### src/rtl/psp_pkg.sv
// Shared types and constants for the instruction-pointer stride prefetcher.
`timescale 1ns / 1ps
`default_nettype none

package psp_pkg;

    localparam int ADDR_W   = 48;
    localparam int TAG_W    = 32;
    localparam int STRIDE_W = 32;
    localparam int OCC_W    = 6;
    localparam int CONF_W   = 2;

    typedef logic [CONF_W-1:0] t_conf;

    localparam t_conf CONF_INITIAL   = 2'd0;
    localparam t_conf CONF_TRANSIENT = 2'd1;
    localparam t_conf CONF_STEADY    = 2'd2;
    localparam t_conf CONF_NOPRED    = 2'd3;

    localparam logic [OCC_W-1:0] THRESH_RESET = 6'd8;

    typedef struct packed {
        logic [ADDR_W-1:0] access_addr;
        logic [TAG_W-1:0]  pc_tag;
        logic [OCC_W-1:0]  mshr_occupancy;
    } t_in;

    typedef struct packed {
        logic              issue;
        logic [ADDR_W-1:0] prefetch_addr;
        logic              fill_level;
    } t_out;

    // Contents of the matching entry, as seen by the update logic.
    typedef struct packed {
        logic                hit;
        logic [ADDR_W-1:0]   last_addr;
        logic [STRIDE_W-1:0] stride;
        t_conf               conf;
    } t_look;

    // New contents for the entry that this access touches.
    typedef struct packed {
        logic [ADDR_W-1:0]   last_addr;
        logic [STRIDE_W-1:0] stride;
        t_conf               conf;
    } t_upd;

endpackage

`default_nettype wire

### src/rtl/psp_table.sv
// Fully associative prediction table: tag match, entry read and entry write.
`timescale 1ns / 1ps
`default_nettype none

module psp_table #(
    parameter int TABLE_ENTRIES = 16,
    parameter int ADDR_BITS     = 48
) (
    input  wire                         i_clk,
    input  wire                         i_rst_n,
    input  wire  [psp_pkg::TAG_W-1:0]   i_tag,
    input  wire                         i_we,
    input  psp_pkg::t_upd               i_upd,
    output psp_pkg::t_look              o_look
);
    import psp_pkg::*;

    localparam int LP_AW = (ADDR_BITS < ADDR_W) ? ADDR_BITS : ADDR_W;
    localparam int LP_IW = (TABLE_ENTRIES > 1) ? $clog2(TABLE_ENTRIES) : 1;

    logic [TAG_W-1:0]    r_tag    [TABLE_ENTRIES];
    logic [LP_AW-1:0]    r_last   [TABLE_ENTRIES];
    logic [STRIDE_W-1:0] r_stride [TABLE_ENTRIES];
    t_conf               r_conf   [TABLE_ENTRIES];
    logic [LP_IW-1:0]    r_alloc;

    logic [TABLE_ENTRIES-1:0] match;
    logic [LP_IW-1:0]         hit_idx;
    logic                     hit;
    logic [LP_IW-1:0]         wr_idx;
    logic [LP_IW-1:0]         n_alloc;

    always_comb begin
        for (int i = 0; i < TABLE_ENTRIES; i++) begin
            match[i] = (r_tag[i] == i_tag);
        end
    end

    // The lowest-numbered matching entry wins.
    always_comb begin
        hit_idx = '0;
        for (int i = TABLE_ENTRIES - 1; i >= 0; i--) begin
            if (match[i]) begin
                hit_idx = LP_IW'(i);
            end
        end
    end

    assign hit = |match;

    assign o_look.hit       = hit;
    assign o_look.last_addr = ADDR_W'(r_last[hit_idx]);
    assign o_look.stride    = r_stride[hit_idx];
    assign o_look.conf      = r_conf[hit_idx];

    assign wr_idx  = hit ? hit_idx : r_alloc;
    assign n_alloc = (r_alloc == LP_IW'(TABLE_ENTRIES - 1)) ? '0 : r_alloc + 1'b1;

    always_ff @(posedge i_clk) begin
        if (!i_rst_n) begin
            for (int i = 0; i < TABLE_ENTRIES; i++) begin
                r_tag[i]    <= '0;
                r_last[i]   <= '0;
                r_stride[i] <= '0;
                r_conf[i]   <= CONF_INITIAL;
            end
            r_alloc <= '0;
        end else if (i_we) begin
            r_tag[wr_idx]    <= i_tag;
            r_last[wr_idx]   <= i_upd.last_addr[LP_AW-1:0];
            r_stride[wr_idx] <= i_upd.stride;
            r_conf[wr_idx]   <= i_upd.conf;
            if (!hit) begin
                r_alloc <= n_alloc;
            end
        end
    end

endmodule

`default_nettype wire

### src/rtl/psp_next.sv
// Stride and confidence update for one access, and the prefetch it produces.
`timescale 1ns / 1ps
`default_nettype none

module psp_next #(
    parameter int ADDR_BITS = 48
) (
    input  psp_pkg::t_in                i_in,
    input  psp_pkg::t_look              i_look,
    input  wire  [psp_pkg::OCC_W-1:0]   i_threshold,
    output psp_pkg::t_upd               o_upd,
    output psp_pkg::t_out               o_out
);
    import psp_pkg::*;

    localparam int LP_AW = (ADDR_BITS < ADDR_W) ? ADDR_BITS : ADDR_W;

    logic [LP_AW-1:0]    addr;
    logic [LP_AW-1:0]    diff;
    logic [STRIDE_W-1:0] stride_now;
    logic                same;
    logic [STRIDE_W-1:0] n_stride;
    t_conf               n_conf;
    logic [LP_AW-1:0]    pf_sum;

    assign addr       = i_in.access_addr[LP_AW-1:0];
    assign diff       = addr - i_look.last_addr[LP_AW-1:0];
    assign stride_now = diff[STRIDE_W-1:0];
    assign same       = (stride_now == i_look.stride);

    always_comb begin
        n_stride = i_look.stride;
        n_conf   = i_look.conf;
        if (!i_look.hit) begin
            // Newly allocated entry starts afresh.
            n_stride = '0;
            n_conf   = CONF_INITIAL;
        end else begin
            unique case (i_look.conf)
                CONF_INITIAL: begin
                    if (same) begin
                        n_conf = CONF_STEADY;
                    end else begin
                        n_conf   = CONF_TRANSIENT;
                        n_stride = stride_now;
                    end
                end
                CONF_TRANSIENT: begin
                    if (same) begin
                        n_conf = CONF_STEADY;
                    end else begin
                        n_conf   = CONF_NOPRED;
                        n_stride = stride_now;
                    end
                end
                CONF_STEADY: begin
                    if (!same) begin
                        n_conf = CONF_INITIAL;
                    end
                end
                CONF_NOPRED: begin
                    if (same) begin
                        n_conf = CONF_TRANSIENT;
                    end else begin
                        n_stride = stride_now;
                    end
                end
                default: begin
                    n_conf = CONF_INITIAL;
                end
            endcase
        end
    end

    assign o_upd.last_addr = ADDR_W'(addr);
    assign o_upd.stride    = n_stride;
    assign o_upd.conf      = n_conf;

    // The stride is signed, so it is sign-extended before the wrapping add.
    assign pf_sum = addr + LP_AW'($signed(n_stride));

    always_comb begin
        o_out = '0;
        if (n_conf == CONF_STEADY) begin
            o_out.issue         = 1'b1;
            o_out.prefetch_addr = ADDR_W'(pf_sum);
            o_out.fill_level    = (i_in.mshr_occupancy > i_threshold);
        end
    end

endmodule

`default_nettype wire

### src/rtl/pc_stride_prefetcher.sv
// Top level of the instruction-pointer stride prefetcher.
//
//  Channel   Signals                              Beat carries
//  -------   ----------------------------------   ------------------------------
//  in        i_in_valid / o_in_ready / i_in_data  one cache access (t_in)
//  out       o_out_valid / i_out_ready / o_out_data  one prefetch decision (t_out)
//  cfg       i_cfg_valid / o_cfg_ready / i_cfg_data  MSHR threshold, always ready
//
// An access is registered on entry and resolved from that input register: tag match,
// table update and result all happen in one pass into the output register, which
// offers the result; while the output is free, one beat per cycle is sustained.
// Reset is synchronous and clears the whole table, the allocation pointer and
// the threshold (to 8). When the output is stalled the input register holds its
// beat and the table is not touched until that beat can move on.
`timescale 1ns / 1ps
`default_nettype none

module pc_stride_prefetcher #(
    parameter int TABLE_ENTRIES = 16,
    parameter int ADDR_BITS     = 48
) (
    input  wire                         i_clk,
    input  wire                         i_rst_n,
    input  wire                         i_in_valid,
    output logic                        o_in_ready,
    input  psp_pkg::t_in                i_in_data,
    output logic                        o_out_valid,
    input  wire                         i_out_ready,
    output psp_pkg::t_out               o_out_data,
    input  wire                         i_cfg_valid,
    output logic                        o_cfg_ready,
    input  wire  [psp_pkg::OCC_W-1:0]   i_cfg_data
);
    import psp_pkg::*;

    logic             r_in_valid;
    t_in              r_in;
    logic             r_out_valid;
    t_out             r_out;
    logic [OCC_W-1:0] r_threshold;

    logic  out_free;
    logic  fire;
    t_look look;
    t_upd  upd;
    t_out  res;

    assign out_free   = !r_out_valid || i_out_ready;
    assign fire       = r_in_valid && out_free;
    assign o_in_ready = !r_in_valid || fire;
    assign o_cfg_ready = 1'b1;

    assign o_out_valid = r_out_valid;
    assign o_out_data  = r_out;

    psp_table #(
        .TABLE_ENTRIES (TABLE_ENTRIES),
        .ADDR_BITS     (ADDR_BITS)
    ) u_table (
        .i_clk   (i_clk),
        .i_rst_n (i_rst_n),
        .i_tag   (r_in.pc_tag),
        .i_we    (fire),
        .i_upd   (upd),
        .o_look  (look)
    );

    psp_next #(
        .ADDR_BITS (ADDR_BITS)
    ) u_next (
        .i_in        (r_in),
        .i_look      (look),
        .i_threshold (r_threshold),
        .o_upd       (upd),
        .o_out       (res)
    );

    always_ff @(posedge i_clk) begin
        if (!i_rst_n) begin
            r_in_valid  <= 1'b0;
            r_out_valid <= 1'b0;
            r_threshold <= THRESH_RESET;
        end else begin
            if (o_in_ready) begin
                r_in_valid <= i_in_valid;
            end
            if (out_free) begin
                r_out_valid <= fire;
            end
            if (i_cfg_valid) begin
                r_threshold <= i_cfg_data;
            end
        end
    end

    always_ff @(posedge i_clk) begin
        if (o_in_ready && i_in_valid) begin
            r_in <= i_in_data;
        end
        if (fire) begin
            r_out <= res;
        end
    end

endmodule

`default_nettype wire

### config.mk
export PLATFORM = sky130hd
export DESIGN_NAME = pc_stride_prefetcher
export DESIGN_NICKNAME = d
export VERILOG_FILES = /design/src/rtl/psp_pkg.sv /design/src/rtl/psp_table.sv /design/src/rtl/psp_next.sv /design/src/rtl/pc_stride_prefetcher.sv
export SDC_FILE = /design/constraint.sdc
export NUM_CORES = 2
export LEC_CHECK = 0
export BUFFER_PORTS_ARGS = -buffer_cell sky130_fd_sc_hd__buf_4
export CAP_MARGIN = 20
export CORE_UTILIZATION = 55
export CTS_BUF_LIST = sky130_fd_sc_hd__clkbuf_2 sky130_fd_sc_hd__clkbuf_4 sky130_fd_sc_hd__clkbuf_8
export CTS_CLUSTER_DIAMETER = 60
export DETAILED_ROUTE_END_ITERATION = 10
export PLACE_DENSITY_LB_ADDON = 0.25
export SLEW_MARGIN = 25
export SYNTH_ARGS = -nofsm -noshare
export SYNTH_HDL_FRONTEND = slang
export SYNTH_SLANG_ARGS = --single-unit
### constraint.sdc
create_clock -name i_clk -period 15.9 [get_ports i_clk]
set_input_delay 2.385 -clock i_clk [delete_from_list [all_inputs] [get_ports i_clk]]
set_output_delay 2.385 -clock i_clk [all_outputs]
set_load 0.005 [all_outputs]
==> flow_summary.yaml <==
global_route:
  gr-total-overflow: 0
  grt_pass1_vias: 58700
  grt_pass1_wl_um: 402000
  grt_max_degree: 126
  track_usage: 0.354
  antenna_found_initial: 13
hold_path:
  hold_path_class: "register to register"
  hold_path_end: "r_threshold[3]$_SDFFE_PN1P_"
  hold-path-cell-count: 2
  min_from: "r_threshold[3]$_SDFFE_PN1P_"
finish:
  drive_above_1_share: 0.137
  layout.cells.non_filler: 9672
  area_delta_synth_final_pct: 10.6
  final_core_util: 0.616
  design_area_um2: 93900
  nNetsFinal: 7630
synthesis:
  dominantRegCellSynth: "edfxtp_1"
  synthAdderAreaFrac: 0.0134
  synthSimpleGateAreaFrac: 0.194
  synth_edf_count: 1704
  synth_area_per_cell_um2: 11.6
  synthTopCellsByCount: "1,704 x edfxtp_1, 1,020 x and2_1, 991 x nor2_1"
  muxShareOfSynthArea: 0.0299
  synth_top_area_share: 0.603
  synth_top_family_by_area: "simple AND/OR/NAND/NOR gates"
  yosysSeqAreaShare: 0.606
  synth_compound_area_frac: 0.0581
  synth_warnings: 0
  syn_nets: 7497
  synth_area_leaders: "edfxtp_1 60%, and2_1 7.5%, xnor2_1 5.0%, nor2_1 4.4%, mux2i_1 2.4%"
  syn_area_um2: 84900
  synth_xor_area_frac: 0.0622
  async_flop_share: 0
  ys_seq_elements: 1716
  synth_most_common_cell: "edfxtp_1"
  yosys.cell_types.count: 92
  synth_top_area_cell: "edfxtp_1"
  synth_cells: 7310
drt:
  vias: 61200
  vias_per_cell: 6.32
  firstDrtPassIters: 9
  wl_um: 281000
  ant_nets: 0
  drc: 0
  avgRoutedWirePerCell_um: 29.1
  drtIter0Drc: 8670
setup_path:
  critPathMaxFanout: 83
  end_kind: "register"
  critical-path-max-stage-delay_ns: 0.88
  critPathKind: "register to register"
  arrival_ns: 15.83
  reg2reg_slack_ns: 0.81
  cpMostUsedCell: "o21ai_0"
  reg2reg_depth: 52
  critPathLaunchType: "register"
  crit_required_ns: 16.64
  reg2reg_to: "o_out_data[48]$_SDFFCE_PN0P_"
  critPathSlowestCell: "edfxtp_1"
  r2r-start: "r_in[26]$_DFFE_PP_"
placed_design:
  pre_cts_ws_ns: 1.04
  routabilityCongestion: 0.995
  portBuffers: 148
  post-dp-hpwl_um: 166000
  placed_cell_area_um2: 88300
  dp_cells: 9164
sta:
  rsz0062_at_grt: "false"
  finalMaxSlewViolations: 0
  fin_setup_tns_ns: 0
  min_period_over_period: 0.949
  finClkSkew_ns: 0.111
  fmax_mhz: 66.3
  tightest_slew_ns: 1.08
  whs_ns: 0.521
  fin_ws_ns: 0.813
  setup_viol: 0
  slew_headroom: 0.257
  fin_crit_ns: 15.09
  hold_violations: 0
outcome:
  status: "completed"
clock_tree:
  cts_tree: "yes"
  clkTransAtPathRegs_ns: 0.06
  clk_path_buf_depth: 4
  cts_resized: 0
  clock_sinks: 1716
  h-tree-depth: 5
  ctsHoldBuffers: 0
  postCtsSetupBuffers: 0
  numCtsBuffers: 304
  clkLatencyLatePin_ns: 1.07
  clock-root-buffer: "clkbuf_8"
power_and_ir_drop:
  p_total_mw: 10.1
  powerDensity_nw_per_um2: 107
  leakagePower_nw: 34.0
  irDropWorstVdd_v: 0.0000891
floorplan:
  core.rowCount: 143
  coreArea_um2: 153000
  pin_count: 150
  die_area_um2: 156000
  die_y_um: 395
  initial_core_util: 0.556
  die_width_um: 395
job:
  maxCapViolCount: 0
==> registers in the layout, indices dropped and copies added (netlist names) <==
register and cells:
u_table.r_conf 32, o_out_data 50, u_table.r_alloc 4, u_table.r_last 512
o_out_valid 1, u_table.r_tag 512, r_in_valid 1, r_in 86
r_threshold 6, u_table.r_stride 512
==> worst max-delay path by stage <==
stage	startpoint	end	slack [ns]	depth (start not counted)
after global routing	r_in[14]$_DFFE_PP_	o_out_data[48]$_SDFFCE_PN0P_	0.02	52
after floorplan	r_in[7]$_DFFE_PP_	o_out_data[47]$_SDFFCE_PN0P_	2.24	62
final	r_in[26]$_DFFE_PP_	o_out_data[48]$_SDFFCE_PN0P_	0.81	52
after global placement	r_in[24]$_DFFE_PP_	o_out_data[48]$_SDFFCE_PN0P_	1.09	49
after detailed placement	r_in[18]$_DFFE_PP_	o_out_data[48]$_SDFFCE_PN0P_	1.04	52
after CTS	r_in[34]$_DFFE_PP_	o_out_data[48]$_SDFFCE_PN0P_	0.94	52
==> logic make-up after synthesis <==
kind of cell | count (synthesis)
other | 1
and+or+nand+nor | 3290
DFF | 1716
xor gates and xnor gates | 603
muxes | 242
adders and majority gates | 90
AOI/OAI and AO/OA | 731
buffers and inverters | 637
==> placed cells by master (no fill, tap or decap), types with 54 or more instances in the layout <==
cell      count
a311oi_1     54
nand4_1     148
o21ai_0     230
nand3_1     308
nor3_1       82
edfxtp_1   1704
nor2_1      973
xor2_1      116
mux2i_1     201
and2_1     1019
clkinv_1     58
buf_4       402
a211oi_1     54
ha_1         88
clkbuf_4    106
a21oi_1      93
xnor2_1     486
and3_1       59
nor4_1       55
clkbuf_8    312
nand2_1     483
==> power by group <==
| group | switching [mW] | total, mW | internal, mW |
|---|---|---|---|
| logic | 0.651 | 0.940 | 0.289 |
| clock network | 1.79 | 3.88 | 2.08 |
| registers | 0.0963 | 5.24 | 5.15 |
| total | 2.54 | 10.1 | 7.52 |
==> worst max-delay path: cells and delay by family (launching register included) <==
kind	cells	cell delay [ns]
adder cells (fa/ha/maj)	2	0.54
multiplexers	1	0.28
AND/OR/NAND/NOR	17	3.96
AO/OA/AOI/OAI	24	6.47
XOR/XNOR	3	0.73
flip-flops	1	0.88
buffers and inverters	5	1.76
==> area by class of cell <==
cell class,instances,area [um^2]
antenna,4,10.0
clock buffer,418,5090
clock inverter,83,420
fill,12100,58700
inverter,41,154
multi-input combinational,4959,30900
sequential,1716,51400
tap,2030,2540
timing repair buffer,421,3410
==> layer usage <==
layer | wire length (um) | vias to the layer above | share of wire | GRT usage
li1 | - | 26100 | - | -
met1 | 109000 | 30100 | 0.39 | 0.494
met2 | 124000 | 4167 | 0.44 | 0.528
met3 | 35700 | 820 | 0.13 | 0.0861
met4 | 13200 | 8 | 0.047 | 0.154
met5 | 59 | - | 0.00021 | 0
Power figures use the tool's default switching activity.
